**src/rtl/btc_pkg.sv**
```systemverilog
// ----------------------------------------------------------------------------
// btc_pkg
// Shared constants and types of the binary threshold closing unit.
// ----------------------------------------------------------------------------
package btc_pkg;

  localparam int DEF_MAX_WIDTH = 2048;
  localparam int ROW_MAX       = 4095;
  localparam int ROW_W         = 13;
  localparam int PIX_W         = 8;
  localparam int DIM_W         = 12;
  localparam int APB_AW        = 4;
  localparam int APB_DW        = 32;
  localparam int LINE_W        = 2;

  localparam logic [1:0] REG_THRESHOLD    = 2'd0;
  localparam logic [1:0] REG_IMAGE_WIDTH  = 2'd1;
  localparam logic [1:0] REG_IMAGE_HEIGHT = 2'd2;

  localparam logic [PIX_W-1:0] RST_THRESHOLD    = 8'd170;
  localparam logic [DIM_W-1:0] RST_IMAGE_WIDTH  = 12'd640;
  localparam logic [DIM_W-1:0] RST_IMAGE_HEIGHT = 12'd480;

  typedef struct packed {
    logic bin;
    logic ring_d;
    logic dil_act;
    logic ring_e;
    logic ero_act;
    logic last;
  } ctrl_t;

endpackage

```
**src/rtl/btc_out_buf.sv**
```systemverilog
// ----------------------------------------------------------------------------
// btc_out_buf
// Two-entry output buffer: an output register and a skid register.
// ----------------------------------------------------------------------------
module btc_out_buf import btc_pkg::*; (
  input  logic clk,
  input  logic rst_n,
  input  logic push,
  input  logic push_pixel,
  input  logic push_last,
  input  logic out_stall,
  output logic out_valid,
  output logic out_closed_pixel,
  output logic out_frame_last,
  output logic skid_valid
);

  logic out_valid_r, out_pix_r, out_last_r;
  logic skid_valid_r, skid_pix_r, skid_last_r;
  logic pop, head_free, skid_load;

  assign pop       = out_valid_r && !out_stall;
  assign head_free = !out_valid_r || pop;
  assign skid_load = push && (skid_valid_r ? head_free : !head_free);

  always_ff @(posedge clk) begin
    if (!rst_n) begin
      out_valid_r  <= 1'b0;
      skid_valid_r <= 1'b0;
    end else if (head_free) begin
      if (skid_valid_r) begin
        out_valid_r  <= 1'b1;
        skid_valid_r <= push;
      end else begin
        out_valid_r  <= push;
        skid_valid_r <= 1'b0;
      end
    end else if (push) begin
      skid_valid_r <= 1'b1;
    end
  end

  always_ff @(posedge clk) begin
    if (head_free) begin
      if (skid_valid_r) begin
        out_pix_r  <= skid_pix_r;
        out_last_r <= skid_last_r;
      end else if (push) begin
        out_pix_r  <= push_pixel;
        out_last_r <= push_last;
      end
    end
    if (skid_load) begin
      skid_pix_r  <= push_pixel;
      skid_last_r <= push_last;
    end
  end

  assign out_valid        = out_valid_r;
  assign out_closed_pixel = out_pix_r;
  assign out_frame_last   = out_last_r;
  assign skid_valid       = skid_valid_r;

endmodule

```
**config.mk**
```make
export PLATFORM = sky130hd
export DESIGN_NAME = btc_out_buf
export DESIGN_NICKNAME = d
export VERILOG_FILES = /design/src/rtl/btc_pkg.sv /design/src/rtl/btc_out_buf.sv
export SDC_FILE = /design/constraint.sdc
export NUM_CORES = 1
export LEC_CHECK = 0
export ABC_CLOCK_PERIOD_IN_PS = 1300
export BUFFER_PORTS_ARGS = -buffer_cell sky130_fd_sc_hd__buf_2
export CAP_MARGIN = 15
export CORE_AREA = 4 4 41 43
export CTS_BUF_LIST = sky130_fd_sc_hd__clkbuf_8 sky130_fd_sc_hd__clkbuf_16
export DETAILED_ROUTE_END_ITERATION = 16
export DIE_AREA = 0 0 45 47
export PLACE_DENSITY = 0.41
export RECOVER_POWER = 50
export SKIP_LAST_GASP = 1
export SYNTH_ARGS = -nofsm -noshare
export SYNTH_HDL_FRONTEND = slang
export SYNTH_SLANG_ARGS = --single-unit
export TNS_END_PERCENT = 1
```
**constraint.sdc**
```tcl
create_clock -name clk -period 1.3 [get_ports clk]
set_clock_uncertainty 0.1 [all_clocks]
set_input_delay 0.13 -clock clk [delete_from_list [all_inputs] [get_ports clk]]
set_output_delay 0.13 -clock clk [all_outputs]
set_load 0.02 [all_outputs]
```
==> impl_metrics.toml <==
[hold_path]
hold_path_end = "skid_last_r"
min_path_type = "in2reg"
holdCritStartpoint = "push_last"
holdPathStages = 1

[status]
outcome = "completed"

[global_routing]
grt_first_pass_wirelength_um = 690
grt_pass1_vias = 162
grt_max_degree = 8
antenna_found_initial = 0
grt_util_all_layers_pct = 5.33
grt_overflow = 0

[drt]
drtAntennaViolNets = 0
route.detailed.wl_per_inst_um = 10.2
via_count = 198
drt_wl_total_um = 478
number_of_iterations_in_the_first_detailed_routing_pass = 4
viasPerCell = 4.21
route.detailed.drc = 0
detailedRoute.firstIterationViolations = 7

[placement]
place_inst = 43
io_buffer_count = 9
postPlaceCellArea_um2 = 310
place.gp.congestion = 0.656
final_hpwl_from_detailed_placement_um = 354
worst_slack_at_placement_ps = 98.6

[critical_path]
critical_path.endpoint_type = "register"
regToRegSetupSlack_ps = 150
timing.critical_path.from_type = "input port"
worstPathArrival_ps = 1050
worst_ep_required_time_ps = 1170
cp_max_fo = 2
r2r.worst_path.cells = 2
setup.worst_path.class = "in2reg"
r2r-start = "skid_valid"
critical_path.reg2reg.endpoint = "skid_pix_r"

[power]
total_leakage_power_nw = 0.138
finalPower_mw = 0.545
clock_power_share_pct = 50.6
pwr-share-seq_pct = 41.0
vdd_ir_drop_max_mv = 0.408
power-per-cell-area_nw_per_um2 = 1520
p_int_mw = 0.435
power.switching_fraction_pct = 20.2
switching_power_mw = 0.110
p_comb_share_pct = 8.5

[timing]
timing.fmax_mhz = 848
drv_slew = 0
worst_pin_slew_ps = 251
worst_slack_ps = 121
min_period_ps = 1180
max_slew_margin_pct = 83.3
grt_setup_unrepaired = "false"
final-hold-violation-count = 0
final-setup-viol-count = 0
setup_total_negative_slack_ps = 0
post-route-period-util_pct = 90.7
final.hold.worst_slack_ps = 5.94

[finish]
commonest_cells_after_routing_fill_and_taps_aside = "sky130_fd_sc_hd__buf_2, sky130_fd_sc_hd__edfxtp_1, sky130_fd_sc_hd__clkbuf_8, sky130_fd_sc_hd__clkbuf_1"
num-fill-cells = 145
areaGrowthSynthToFinish_pct = 45.7
post-route-cell-area_um2 = 359
layout.core_utilization_pct = 27.6
num_antenna_cells = 0
layout-drive-gt1-share_pct = 37.5
finish.net_count = 40
area_occupied_by_multi_input_gates_um2 = 86.3
finish.cell_count_without_fillers = 47
ff_latch_area_um2 = 161
layout.cells.most_common = "sky130_fd_sc_hd__buf_2"

[yosys]
syn-instance-count = 19
synth.lib_cells_used.distinct = 11
synth-seq-area-share_pct = 65.0
flops_latches_synth = 6
netlist_area_before_placement_um2 = 246
synth.avg_cell_area_um2 = 13.0
yosysWarnings = 0
postSynthNetCount = 25

[clock_network]
cts.clk_slew.worst_paths_ps = 40
htree_levels = 1
cts_tree = "yes"
clk_path_buf_depth = 2
cts_setup_buffers = 0
numClockSinks = 6
cts-buffers-inserted = 3
clk-insertion-delay-late_ps = 220
clock_tree.root_cell = "sky130_fd_sc_hd__clkbuf_8"

[floorplanning]
io-pin-count = 10
floorplan.core_area_um2 = 1300
chipWidth_um = 45
dieArea_um2 = 2120
start_util_pct = 18.9
rows = 13
height_of_the_chip_um = 47

[job]
cap_viol_max_count = 0
-- area by class of cell --
| class | instances | area share (%) |
|---|---|---|
| clock buffers | 3 | 11.5 |
| flip-flops and latches | 6 | 44.9 |
| well taps | 15 | 5.23 |
| repair buffers | 10 | 14.3 |
| multi-input cells | 13 | 24.0 |
-- critical path: stages --
cell,delay [ps]
sky130_fd_sc_hd__dlygate4sd3_1,540
sky130_fd_sc_hd__buf_2,130
sky130_fd_sc_hd__mux2_2,250
-- cell usage after synthesis --
library cell	n	area [µm²]
sky130_fd_sc_hd__a21boi_0	2	15.0
sky130_fd_sc_hd__a21oi_1	2	10.0
sky130_fd_sc_hd__and3b_1	1	8.76
sky130_fd_sc_hd__dfxtp_1	2	40.0
sky130_fd_sc_hd__edfxtp_1	4	120
sky130_fd_sc_hd__mux2_2	2	22.5
sky130_fd_sc_hd__nand2_1	2	7.51
sky130_fd_sc_hd__nand4_1	1	6.26
sky130_fd_sc_hd__nor2_1	1	3.75
sky130_fd_sc_hd__o21a_1	1	7.51
sky130_fd_sc_hd__o21ai_0	1	5.00
-- timing repair --
action	4_1_cts	5_1_grt
resized for setup	0	1
hold endpoints to repair	0	1
hold buffers	0	1
setup endpoints to repair	0	2
-- registers in the layout, summed over array words and instances, names as in the netlist --
name / flops
skid_pix_r: 1
skid_last_r: 1
out_frame_last: 1
out_closed_pixel: 1
out_valid: 1
skid_valid: 1
-- power by group through the flow --
stage	Clock, mW	Combinational (mW)	Sequential [mW]
after detailed placement	0	0.0455	0.226
after global placement	0	0.0459	0.225
after CTS	0.284	0.0455	0.223
after global routing	0.293	0.0507	0.225
after floorplan	0	0.0142	0.235
final	0.276	0.0461	0.223
-- layer usage --
layer	track usage, %	up-vias	part of all wire [%]
li1	-	100	-
met4	5.26	0	2.5
met2	5.08	12	34
met3	4.98	2	14
met5	0	-	0
met1	6.26	84	49
-- how the worst max path moves through the flow --
stage / to / startpoint / slack, ps
5_1_grt: skid_pix_r / skid_valid / 70
3_3_place_gp: skid_last_r / skid_valid / 140
6_report: out_closed_pixel / push_pixel / 120
4_1_cts: skid_pix_r / skid_valid / 80
3_5_place_dp: skid_pix_r / skid_valid / 100
2_1_floorplan: skid_last_r / skid_valid / 40
-- logic make-up after synthesis --
logic type      count (synthesis)  synth area share, %
mux                             2                 9.14
simple gates                    5                 10.7
flops                           6                 65.0
compound gates                  6                 15.2
Note: power is estimated with default switching activity, not from simulation.
