## src/rtl/btc_pkg.sv

```systemverilog
// ----------------------------------------------------------------------------
// btc_pkg
// Shared constants and types of the binary threshold closing unit.
// ----------------------------------------------------------------------------
package btc_pkg;

  localparam int DEF_MAX_WIDTH = 2048;
  localparam int ROW_MAX       = 4095;
  localparam int ROW_W         = 13;
  localparam int PIX_W         = 8;
  localparam int DIM_W         = 12;
  localparam int APB_AW        = 4;
  localparam int APB_DW        = 32;
  localparam int LINE_W        = 2;

  localparam logic [1:0] REG_THRESHOLD    = 2'd0;
  localparam logic [1:0] REG_IMAGE_WIDTH  = 2'd1;
  localparam logic [1:0] REG_IMAGE_HEIGHT = 2'd2;

  localparam logic [PIX_W-1:0] RST_THRESHOLD    = 8'd170;
  localparam logic [DIM_W-1:0] RST_IMAGE_WIDTH  = 12'd640;
  localparam logic [DIM_W-1:0] RST_IMAGE_HEIGHT = 12'd480;

  typedef struct packed {
    logic bin;
    logic ring_d;
    logic dil_act;
    logic ring_e;
    logic ero_act;
    logic last;
  } ctrl_t;

endpackage

```

## src/rtl/btc_cfg_regs.sv

```systemverilog
// ----------------------------------------------------------------------------
// btc_cfg_regs
// APB register bank holding the threshold and the frame dimensions.
// ----------------------------------------------------------------------------
module btc_cfg_regs import btc_pkg::*; (
  input  logic              clk,
  input  logic              rst_n,
  input  logic              psel,
  input  logic              penable,
  input  logic              pwrite,
  input  logic [APB_AW-1:0] paddr,
  input  logic [APB_DW-1:0] pwdata,
  output logic [APB_DW-1:0] prdata,
  output logic              pready,
  output logic [PIX_W-1:0]  threshold,
  output logic [DIM_W-1:0]  image_width,
  output logic [DIM_W-1:0]  image_height
);

  logic [PIX_W-1:0] threshold_r;
  logic [DIM_W-1:0] image_width_r;
  logic [DIM_W-1:0] image_height_r;
  logic [1:0]       reg_idx;
  logic             wr_en;

  assign reg_idx = paddr[3:2];
  assign wr_en   = psel && penable && pwrite;
  assign pready  = 1'b1;

  always_ff @(posedge clk) begin
    if (!rst_n) begin
      threshold_r    <= RST_THRESHOLD;
      image_width_r  <= RST_IMAGE_WIDTH;
      image_height_r <= RST_IMAGE_HEIGHT;
    end else if (wr_en) begin
      unique case (reg_idx)
        REG_THRESHOLD:    threshold_r    <= pwdata[PIX_W-1:0];
        REG_IMAGE_WIDTH:  image_width_r  <= pwdata[DIM_W-1:0];
        REG_IMAGE_HEIGHT: image_height_r <= pwdata[DIM_W-1:0];
        default: ;
      endcase
    end
  end

  always_comb begin
    unique case (reg_idx)
      REG_THRESHOLD:    prdata = APB_DW'(threshold_r);
      REG_IMAGE_WIDTH:  prdata = APB_DW'(image_width_r);
      REG_IMAGE_HEIGHT: prdata = APB_DW'(image_height_r);
      default:          prdata = '0;
    endcase
  end

  assign threshold    = threshold_r;
  assign image_width  = image_width_r;
  assign image_height = image_height_r;

endmodule

```

## config.mk

```make
export PLATFORM = sky130hd
export DESIGN_NAME = btc_cfg_regs
export DESIGN_NICKNAME = d
export VERILOG_FILES = /design/src/rtl/btc_pkg.sv /design/src/rtl/btc_cfg_regs.sv
export SDC_FILE = /design/constraint.sdc
export NUM_CORES = 1
export LEC_CHECK = 0
export BUFFER_PORTS_ARGS = -buffer_cell sky130_fd_sc_hd__buf_2
export CAP_MARGIN = 20
export CELL_PAD_IN_SITES_DETAIL_PLACEMENT = 1
export CELL_PAD_IN_SITES_GLOBAL_PLACEMENT = 2
export CORE_ASPECT_RATIO = 0.9
export CORE_MARGIN = 2
export CORE_UTILIZATION = 25
export CTS_BUF_LIST = sky130_fd_sc_hd__clkbuf_8
export DETAILED_ROUTE_END_ITERATION = 10
export PLACE_DENSITY_LB_ADDON = 0.1
export SLEW_MARGIN = 20
export SYNTH_ARGS = -nofsm -noshare
export SYNTH_HDL_FRONTEND = slang
export SYNTH_SLANG_ARGS = --single-unit
```

## constraint.sdc

```tcl
create_clock -name clk -period 2.36 [get_ports clk]
set_clock_uncertainty 0.15 [all_clocks]
set_input_delay 0.118 -clock clk [delete_from_list [all_inputs] [get_ports clk]]
set_output_delay 0.118 -clock clk [all_outputs]
set_load 0.02 [all_outputs]
```

==> parameters.txt <==
Parameter                              Value

Critical path
  Register-to-register path setup slack ... 1430 ps
  Cell mode on critical path ... sky130_fd_sc_hd__buf_2
  End of the worst register-to-register path ... image_width[7]
  Critical Path Fanout Max ... 11
  Critical path's largest stage delay ... 520 ps
  Arrival time reported for the critical path endpoint ... 1480 ps
  Critical-path cell list ... buf_2 -> nor2b_1 -> buf_4 -> nand2_1 -> o21ai_0 -> buf_2
  FF-to-FF Start ... image_width[7]
  Worst EP required ... 2090 ps
  Worst setup SP type ... input pin
  Endpoint kind of the worst setup timing path ... output port
  Crit Path Category ... input pin to output port
  Logic depth of the worst register-to-register path ... 3
  Standard cell with the maximum stage delay on the critical path ... sky130_fd_sc_hd__nor2b_1

Drt
  Routed wire length on met3 ... 308 microns
  Sum of routed wire segments on met1 ... 2310 microns
  Initial DRC Count ... 32
  Highest metal used ... met4
  Routed wire length on met2 ... 1970 microns
  Drt pass-1 iters ... 4
  Vias ... 1467
  Ratio of routed vias to standard cells ... 4.14
  DRC violation count after routing ... 0
  DRT antenna net count ... 0
  Overall routed net length ... 4620 microns
  Wirelength per Cell ... 13.1 microns

Final layout
  Proportion of layout cells with a drive suffix above 1 ... 28.4%
  Final cell count without fillers ... 354
  Cell area after layout ... 0.00215 sq mm
  Fin nets ... 304
  Ant. Diodes ... 0
  Relative area change from synthesis to final layout ... 28.4%
  Most common cell after layout, fill and taps aside ... sky130_fd_sc_hd__buf_2
  Commonest cells after routing, fill and taps aside ... sky130_fd_sc_hd__buf_2, sky130_fd_sc_hd__nand2_1, sky130_fd_sc_hd__dfxtp_1, sky130_fd_sc_hd__mux2i_1, sky130_fd_sc_hd__conb_1

STA
  Post-route worst hold slack ... 130 ps
  Total negative slack for setup checks ... 0 ps
  Final clock period utilization by the worst path ... 74.1%
  Remaining max-slew budget at the tightest pin ... 62.3%
  Shortest period the worst path allows ... 1750 ps
  Fmax achieved ... 572 MHz
  Setup violators final ... 0
  Final number of hold-violating endpoints ... 0
  Final Max Slew Viols ... 0
  Worst-margin pin slew ... 565 ps
  Setup WS post-layout ... 612 ps
  Unrepaired setup endpoints after global routing ... false

Clock network
  Clock buffer count from CTS ... 5
  Worst-Skew Late Latency ... 280 ps
  Clock root cell ... sky130_fd_sc_hd__clkbuf_8
  Post-CTS clock slew at the launch and capture registers of the worst setup and hold paths ... 70 ps
  Maximum level of the CTS H-tree ... 2
  Number of clock sinks ... 32
  Hold-fix buffer count after cts ... 12
  Post-CTS Resized ... 0
  Longest Clk Path Bufs ... 2
  CTS tree ... yes
  Post-CTS Repair Setup Buffers ... 0

Hold path
  Worst hold stages ... 3
  Min-delay src ... rst_n
  Class of the tightest hold or removal check ... input pin to flip-flop
  Hold path endpoint ... threshold[2]

Place
  Total cell area at the placement stage ... 0.00194 sq mm
  Dpl ws ... 520 ps
  Half-perimeter wire length after placement ... 3400 microns
  Global placement routability congestion ... 0.682
  Placed Cells incl. Taps ... 334
  Count of input and output buffers ... 62

Floorplanning
  Die Y ... 81.7 microns
  Starting utilization of the core area ... 25.6%
  Chip width ... 90.3 microns
  Number of ports placed on the die boundary ... 106
  Total number of placement rows ... 28
  Full die area ... 0.00738 sq mm
  Floorplan core area ... 0.00655 sq mm

Yosys
  Ys Warns ... 0
  Proportion of synthesized chip area in sequential cells ... 38.2%
  Yosys cell types ... 23
  Avg Cell Area, Syn ... 8.69 sq um
  Post-Syn Instances ... 193
  Summed instance area of the synthesized netlist ... 0.00168 sq mm
  Number of storage elements in the synthesis netlist ... 32

Flow run
  Max-capacitance violation count ... 0

GRT
  Maximum number of pins on one net before global-route repair ... 21
  Wire length of the first global-routing pass ... 7610 microns
  Via count of the first global-routing pass ... 1490
  GRT Resource Usage Total ... 13.3%
  Antenna violations before repair ... 0
  Gr ovfl total ... 0

Power and ir drop
  Leak pwr ... 1.08 nW
  Peak VDD IR ... 219 uV
  Power density normalized to cell area ... 535 mW/mm^2

Outcome
  Run status ... finished, final reports clean
## power breakdown
part / internal, mW / total, mW / switching (mW)
Combinational: 0.0601 / 0.174 / 0.114
Sequential: 0.548 / 0.554 / 0.00572
Clock: 0.229 / 0.425 / 0.196
## per-stage QoR
stage          utilization (%)  power [mW]
2_1_floorplan                -       0.706
3_3_place_gp              29.7       0.727
3_5_place_dp              29.7       0.727
4_1_cts                   32.9        1.18
5_1_grt                   32.9        1.22
6_report                  32.9        1.15
## registers in the layout (all words and copies together), names as in the netlist
| name | cells |
|---|---|
| image_height | 12 |
| image_width | 12 |
| threshold | 8 |
## cells by family after synthesis
kind of cell,share of synthesized area (%)
AOI/OAI and AO/OA,9.70
buffers and inverters,16.9
DFF,38.2
muxes,17.9
other,0.448
and+or+nand+nor,16.8
## worst max path at each step
stage | from | end | slack (ps) | cells past startpoint
after detailed placement | paddr[3] | image_height[11] | 520 | 4
after floorplan | image_width[0] | prdata[0] | 1070 | 2
after global routing | paddr[3] | prdata[7] | 430 | 6
final | paddr[3] | prdata[7] | 610 | 6
after global placement | paddr[3] | image_height[11] | 530 | 4
after CTS | paddr[3] | prdata[7] | 560 | 6
## cell usage after synthesis
cell / n / share of area (%)
sky130_fd_sc_hd__a21oi_1: 10 / 3.0
sky130_fd_sc_hd__and2_4: 1 / 0.52
sky130_fd_sc_hd__nor2_1: 1 / 0.22
sky130_fd_sc_hd__nand2_1: 43 / 9.6
sky130_fd_sc_hd__buf_4: 21 / 9.4
sky130_fd_sc_hd__o21ai_0: 8 / 2.4
sky130_fd_sc_hd__nor2b_4: 1 / 0.82
sky130_fd_sc_hd__dfxtp_1: 32 / 38
sky130_fd_sc_hd__and3_1: 1 / 0.37
sky130_fd_sc_hd__nor2b_1: 3 / 1.1
sky130_fd_sc_hd__a22o_1: 4 / 2.1
sky130_fd_sc_hd__conb_1: 2 / 0.45
sky130_fd_sc_hd__inv_1: 5 / 1.1
sky130_fd_sc_hd__nand3_1: 5 / 1.5
sky130_fd_sc_hd__o211ai_1: 5 / 2.2
sky130_fd_sc_hd__mux2i_1: 30 / 18
sky130_fd_sc_hd__nand2b_1: 5 / 1.9
sky130_fd_sc_hd__clkbuf_1: 4 / 0.90
sky130_fd_sc_hd__buf_2: 5 / 1.5
sky130_fd_sc_hd__and2_1: 2 / 0.75
sky130_fd_sc_hd__buf_6: 2 / 1.3
sky130_fd_sc_hd__buf_12: 2 / 2.4
sky130_fd_sc_hd__clkbuf_2: 1 / 0.30
## layer usage
layer  GRT usage (%)  up-vias
li1                -      737
met2            20.0       50
met3            4.59        4
met5               0        -
met4            4.15        0
met1            17.9      676
## layout make-up
cell class	count	area, sq um
clock inverters	2	7.51
well taps	90	113
multi-input cells	140	823
inverters	5	18.8
clock buffers	6	82.6
fillers	838	4400
repair buffers	79	468
flip-flops and latches	32	641
## critical path: cells and delay by family
family | cells | cell delay (ps)
buffers and inverters | 3 | 700
AND/OR/NAND/NOR | 2 | 590
AO/OA/AOI/OAI | 1 | 70
Power figures use the tool's default switching activity.
