<file path="config.mk">
export PLATFORM = sky130hd
export DESIGN_NAME = btc_seq
export DESIGN_NICKNAME = d
export VERILOG_FILES = /design/src/rtl/btc_pkg.sv /design/src/rtl/btc_seq.sv
export SDC_FILE = /design/constraint.sdc
export NUM_CORES = 1
export LEC_CHECK = 0
export BUFFER_PORTS_ARGS = -buffer_cell sky130_fd_sc_hd__buf_2
export CAP_MARGIN = 20
export CORE_ASPECT_RATIO = 0.7
export CORE_MARGIN = 2
export CORE_UTILIZATION = 61
export DETAILED_ROUTE_END_ITERATION = 8
export PLACE_DENSITY = 0.82
export SETUP_SLACK_MARGIN = 0.3
export SLEW_MARGIN = 20
export SYNTH_ARGS = -nofsm -noshare
export SYNTH_HDL_FRONTEND = slang
export SYNTH_SLANG_ARGS = --single-unit
export TNS_END_PERCENT = 100
</file>
<file path="constraint.sdc">
create_clock -name clk -period 6.5 [get_ports clk]
set_input_delay 0.325 -clock clk [delete_from_list [all_inputs] [get_ports clk]]
set_output_delay 0.325 -clock clk [all_outputs]
set_load 0.02 [all_outputs]
</file>
<file path="src/rtl/btc_pkg.sv">
// ----------------------------------------------------------------------------
// btc_pkg
// Shared constants and types of the binary threshold closing unit.
// ----------------------------------------------------------------------------
package btc_pkg;

  localparam int DEF_MAX_WIDTH = 2048;
  localparam int ROW_MAX       = 4095;
  localparam int ROW_W         = 13;
  localparam int PIX_W         = 8;
  localparam int DIM_W         = 12;
  localparam int APB_AW        = 4;
  localparam int APB_DW        = 32;
  localparam int LINE_W        = 2;

  localparam logic [1:0] REG_THRESHOLD    = 2'd0;
  localparam logic [1:0] REG_IMAGE_WIDTH  = 2'd1;
  localparam logic [1:0] REG_IMAGE_HEIGHT = 2'd2;

  localparam logic [PIX_W-1:0] RST_THRESHOLD    = 8'd170;
  localparam logic [DIM_W-1:0] RST_IMAGE_WIDTH  = 12'd640;
  localparam logic [DIM_W-1:0] RST_IMAGE_HEIGHT = 12'd480;

  typedef struct packed {
    logic bin;
    logic ring_d;
    logic dil_act;
    logic ring_e;
    logic ero_act;
    logic last;
  } ctrl_t;

endpackage

</file>
<file path="src/rtl/btc_seq.sv">
// ----------------------------------------------------------------------------
// btc_seq
// Frame sequencer: tracks the input, dilation and erosion positions, sorts
// each item and issues the line memory reads.
// ----------------------------------------------------------------------------
module btc_seq import btc_pkg::*; #(
  parameter int MAX_WIDTH = DEF_MAX_WIDTH
) (
  input  logic                         clk,
  input  logic                         rst_n,
  input  logic                         accept,
  input  logic                         flush,
  input  logic [PIX_W-1:0]             pixel_value,
  input  logic [PIX_W-1:0]             threshold,
  input  logic [DIM_W-1:0]             image_width,
  input  logic [DIM_W-1:0]             image_height,
  output logic                         rd_en,
  output logic [$clog2(MAX_WIDTH)-1:0] rd_bin_addr,
  output logic [$clog2(MAX_WIDTH)-1:0] rd_dil_addr,
  output logic                         s1_valid,
  output ctrl_t                        s1_ctrl,
  output logic [$clog2(MAX_WIDTH)-1:0] s1_bin_addr,
  output logic [$clog2(MAX_WIDTH)-1:0] s1_dil_addr
);

  localparam int CW = $clog2(MAX_WIDTH);
  localparam int WW = $clog2(MAX_WIDTH + 1);
  localparam int PW = $clog2(MAX_WIDTH * (ROW_MAX + 2) + 3);

  logic [PW-1:0]    p_r;
  logic [ROW_W-1:0] row_in_r, rd_r, re_r;
  logic [CW-1:0]    col_in_r, cd_r, ce_r;
  logic             dil_act_r, ero_act_r;
  logic [WW-1:0]    act_w_r;
  logic [DIM_W-1:0] act_h_r;
  logic             s1_valid_r;
  ctrl_t            s1_ctrl_r;
  logic [CW-1:0]    s1_bin_addr_r, s1_dil_addr_r;

  logic             idle, in_frame, process;
  logic [WW-1:0]    w_cfg, w_use, w_m1;
  logic [DIM_W-1:0] h_cfg, h_use, h_m1;
  logic [WW:0]      lag;
  logic [WW+1:0]    lag2;
  logic             d_act, e_act, last;
  logic             col_in_end, cd_end, ce_end;
  logic             ring_d, ring_e;
  ctrl_t            ctrl_nxt;

  always_comb begin
    if (int'(image_width) > MAX_WIDTH) begin
      w_cfg = WW'(MAX_WIDTH);
    end else if (image_width == '0) begin
      w_cfg = WW'(1);
    end else begin
      w_cfg = WW'(image_width);
    end
  end

  assign h_cfg    = (image_height == '0) ? DIM_W'(1) : image_height;
  assign idle     = (p_r == '0);
  assign w_use    = idle ? w_cfg : act_w_r;
  assign h_use    = idle ? h_cfg : act_h_r;
  assign w_m1     = w_use - WW'(1);
  assign h_m1     = h_use - DIM_W'(1);
  assign lag      = (WW+1)'(w_use) + (WW+1)'(1);
  assign lag2     = {lag, 1'b0};
  assign in_frame = idle || (row_in_r < ROW_W'(h_use));
  assign process  = accept && !(flush && in_frame);

  assign d_act = dil_act_r || (p_r == PW'(lag));
  assign e_act = ero_act_r || (p_r == PW'(lag2));

  assign col_in_end = (WW'(col_in_r) == w_m1);
  assign cd_end     = (WW'(cd_r) == w_m1);
  assign ce_end     = (WW'(ce_r) == w_m1);
  assign last       = e_act && ce_end && (re_r == ROW_W'(h_m1));

  assign ring_d = (rd_r == '0) || (cd_r == '0) || (rd_r >= ROW_W'(h_m1)) || cd_end;
  assign ring_e = (re_r == '0) || (ce_r == '0) || (re_r >= ROW_W'(h_m1)) || ce_end;

  always_comb begin
    ctrl_nxt.bin     = pixel_value > threshold;
    ctrl_nxt.ring_d  = ring_d;
    ctrl_nxt.dil_act = d_act;
    ctrl_nxt.ring_e  = ring_e;
    ctrl_nxt.ero_act = e_act;
    ctrl_nxt.last    = last;
  end

  always_ff @(posedge clk) begin
    if (!rst_n) begin
      p_r        <= '0;
      row_in_r   <= '0;
      col_in_r   <= '0;
      rd_r       <= '0;
      cd_r       <= '0;
      re_r       <= '0;
      ce_r       <= '0;
      dil_act_r  <= 1'b0;
      ero_act_r  <= 1'b0;
      act_w_r    <= '0;
      act_h_r    <= '0;
      s1_valid_r <= 1'b0;
    end else begin
      s1_valid_r <= process;
      if (process) begin
        if (idle) begin
          act_w_r <= w_cfg;
          act_h_r <= h_cfg;
        end
        if (last) begin
          p_r       <= '0;
          row_in_r  <= '0;
          col_in_r  <= '0;
          rd_r      <= '0;
          cd_r      <= '0;
          re_r      <= '0;
          ce_r      <= '0;
          dil_act_r <= 1'b0;
          ero_act_r <= 1'b0;
        end else begin
          p_r <= p_r + PW'(1);
          if (col_in_end) begin
            col_in_r <= '0;
            row_in_r <= row_in_r + ROW_W'(1);
          end else begin
            col_in_r <= col_in_r + CW'(1);
          end
          if (d_act) begin
            dil_act_r <= 1'b1;
            if (cd_end) begin
              cd_r <= '0;
              rd_r <= rd_r + ROW_W'(1);
            end else begin
              cd_r <= cd_r + CW'(1);
            end
          end
          if (e_act) begin
            ero_act_r <= 1'b1;
            if (ce_end) begin
              ce_r <= '0;
              re_r <= re_r + ROW_W'(1);
            end else begin
              ce_r <= ce_r + CW'(1);
            end
          end
        end
      end
    end
  end

  always_ff @(posedge clk) begin
    if (process) begin
      s1_ctrl_r     <= ctrl_nxt;
      s1_bin_addr_r <= col_in_r;
      s1_dil_addr_r <= cd_r;
    end
  end

  assign rd_en       = process;
  assign rd_bin_addr = col_in_r;
  assign rd_dil_addr = cd_r;
  assign s1_valid    = s1_valid_r;
  assign s1_ctrl     = s1_ctrl_r;
  assign s1_bin_addr = s1_bin_addr_r;
  assign s1_dil_addr = s1_dil_addr_r;

endmodule

</file>
==> key figures <==
Synthesis
  • Synthesized cell area: 10600 µm²
  • Synth top area cells: dfxtp_1, edfxtp_1, ha_1
  • Post-synth EDFFs: 28
  • Post-synth ARST share: 0%
  • Synth Register Bits: 151
  • Seq/Total Area, Yosys: 31.3%
  • Post-Syn Instances: 1278
  • Synthesized net count: 1379
  • Post-Syn Area per Cell: 8.26 µm²
  • Synth Warn #: 0
  • Netlist cell types: 81
  • Yosys top cell area share: 23.3%
  • Ys flop type: dfxtp_1
  • Area leader, netlist: dfxtp_1

CTS
  • CTS root buffer: clkbuf_16
  • Sinks on Clock Net: 151
  • Worst skew pair latency: 0.44 ns
  • Max clock buf depth: 2
  • CTS tree: done
  • H-tree depth: 4
  • Num CTS Buffers: 17
  • Hold buffers post-CTS: 0
  • Worst-path clk slew: 0.07 ns
  • Post-CTS Setup Bufs: 0
  • Resized cells post-CTS: 1

Drt
  • DRT iter0 DRCs: 1408
  • Total iterations of the first detailed-routing run: 6
  • Routed Antenna Nets: 0
  • DR vias/cell: 6.54
  • Post-detailed-route wirelength per cell: 19.8 µm
  • Residual DRC: 0
  • Via Count: 10400
  • Total Wirelength: 31500 µm

Global routing
  • Initial antenna violation count: 0
  • Grt total ovfl: 0
  • Vias in the first global route: 9306
  • Total GRT Usage: 34.3%
  • Largest net degree at the start of global routing: 48
  • First-pass GRT wire length: 50000 µm

Placed design
  • Placed insts: 1559
  • GPL Wtd Cong: 0.982
  • Input/output buffers: 95
  • Post-DP HPWL: 22800 µm

Pwr
  • Lkg Pwr: 4.74 nW
  • Pwr Density: 203 nW/µm²
  • Worst VDD drop: 0.000189 V

Run
  • Max cap viols: 0

Floorplan
  • Core area: 17100 µm²
  • Die area: 18400 µm²
  • I/O pin count: 96
  • Die Ht: 114 µm
  • Die Wd: 161 µm
  • Row cnt: 40
  • Starting Density: 61.8%

Timing
  • RSZ-0062 raised after global routing: false
  • Hold Violations, Final: 0
  • Fmax: 169 MHz
  • Final setup viols: 0
  • Clk_skew: 0.0133 ns
  • Setup_tns: 0 ns
  • Final Max Slew Viols: 0
  • Tcrit/Tclk final: 91.1%
  • Slew @ Worst Pin: 1.05 ns
  • Min cycle time layout: 5.92 ns
  • Slew headroom: 29.4%

Critical path
  • Crit. End Element: flop
  • Req. time, crit path: 6.87 ns
  • Crit Path Class: flop to flop
  • CP arrival: 6.29 ns
  • Critical Path Source Type: flop
  • CP max FO: 10

Min path
  • Worst min path class: primary input to flop

Layout
  • Most frequent cells in the layout: nor2_1, dfxtp_1, buf_2
  • Finished Layout Cells: 1591
  • Area grow syn2layout: 12.8%
  • Most common cell after layout, fill and taps aside: nor2_1
  • Nets@finish: 1448
  • Number of diodes: 0
  • Share of layout cells above drive strength 1: 14.3%

Outcome
  • Status: completed
[layer usage]
metal | vias to the layer above | global-route usage, % | wire (µm)
li1 | 4846 | - | -
met1 | 4852 | 50.1 | 13900
met2 | 616 | 51.0 | 13400
met3 | 84 | 8.69 | 3690
met4 | 0 | 7.92 | 547
met5 | - | 0 | 0
[path summary, 6_finish.rpt]
check / start / to / slack, ns / cells past startpoint
setup / recovery: p_r[1]$_SDFFE_PN0P_ / re_r[12]$_SDFFE_PN0P_ / 0.58 / 18
hold / removal: image_height[2] / act_h_r[2]$_SDFFE_PN0P_ / 0.22 / 3
setup reg to reg: p_r[1]$_SDFFE_PN0P_ / re_r[12]$_SDFFE_PN0P_ / 0.58 / 18
hold reg to reg: dil_act_r$_SDFFE_PN0P_ / dil_act_r$_SDFFE_PN0P_ / 0.48 / 2
[logic make-up (layout without fill, tap and decap cells)]
logic type               count (synthesis)  in the layout  share of synthesized area (%)
AO/OA/AOI/OAI                          258            258                           17.0
adder cells (fa/ha/maj)                 57             57                           6.76
XOR/XNOR                               114            114                           9.85
AND/OR/NAND/NOR                        545            545                           27.4
multiplexers                            32             32                           3.07
buffers and inverters                  121            203                           4.55
flip-flops                             151            151                           31.3
[critical path: stages, from the launching register on]
cell     delay (ns)
dfxtp_1        0.48
inv_1          0.08
ha_1           0.18
nor4b_2        0.16
and3_1         0.20
nand2_2        0.20
nor3b_1        0.08
a21oi_1        0.25
ha_1           0.38
or4b_2         0.68
nor4_1         0.27
xor2_1         0.11
mux2_2         0.33
xor2_1         0.16
nor4b_1        0.73
nand4_1        0.29
or4_1          0.66
or4_1          0.53
nand2_1        0.09
[power by group]
group	internal (mW)	switching [mW]	leakage (nW)
clock network	0.595	0.452	0.303
registers	0.966	0.0160	1.25
logic	0.146	0.236	3.18
total	1.71	0.705	4.74
[stage by stage]
| step | total power [mW] | area [µm²] | hold WS (ns) | util [%] | setup slack [ns] |
|---|---|---|---|---|---|
| 6_report | 2.41 | 11900 | 0.221 | 69.7 | 0.580 |
| 5_1_grt | 2.48 | 11900 | 0.231 | 69.7 | 0.283 |
| 4_1_cts | 2.40 | 11900 | 0.223 | 69.5 | 0.333 |
| 3_5_place_dp | 1.37 | 11200 | 0.460 | 65.8 | 0.357 |
| 3_3_place_gp | 1.36 | 11200 | 0.448 | 65.8 | 0.550 |
| 2_1_floorplan | 1.26 | 10600 | 0.437 | - | 0.778 |
[synth_stat cells, drive strengths merged, types with 6 or more instances]
cell and count:
or3 17, ha 57, nand2 86, o21a 21, xnor2 65, or2 8, buf 22, o31a 6
o211ai 22, a21oi 45, a21o 16, o31ai 15, nand3 71, clkbuf 51, nor4 39, mux2i 29
nor4b 8, dfxtp 123, nor3 40, or4 18, nand4 29, a211oi 25, nor2b 17, o21ai 44
and3 31, and2 11, a31oi 12, xor2 46, nand3b 8, edfxtp 28, inv 47, nand2b 15
nor2 126
[sequential cells by signal, summed over array words and instances, names as in the netlist]
name,flops
re_r,13
s1_bin_addr,11
p_r,24
rd_bin_addr,11
s1_dil_addr,11
rd_r,13
row_in_r,13
rd_dil_addr,11
ce_r,11
ero_act_r,1
s1_valid,1
act_w_r,12
dil_act_r,1
s1_ctrl,6
act_h_r,12
[final cells by class]
class	count	area, µm²
multi-input cells	1006	6820
clock inverters	14	183
fillers	1357	5160
inverters	48	181
repair buffers	123	689
flip-flops and latches	151	3300
well taps	231	289
clock buffers	18	439
Note: power is estimated with default switching activity, not from simulation.
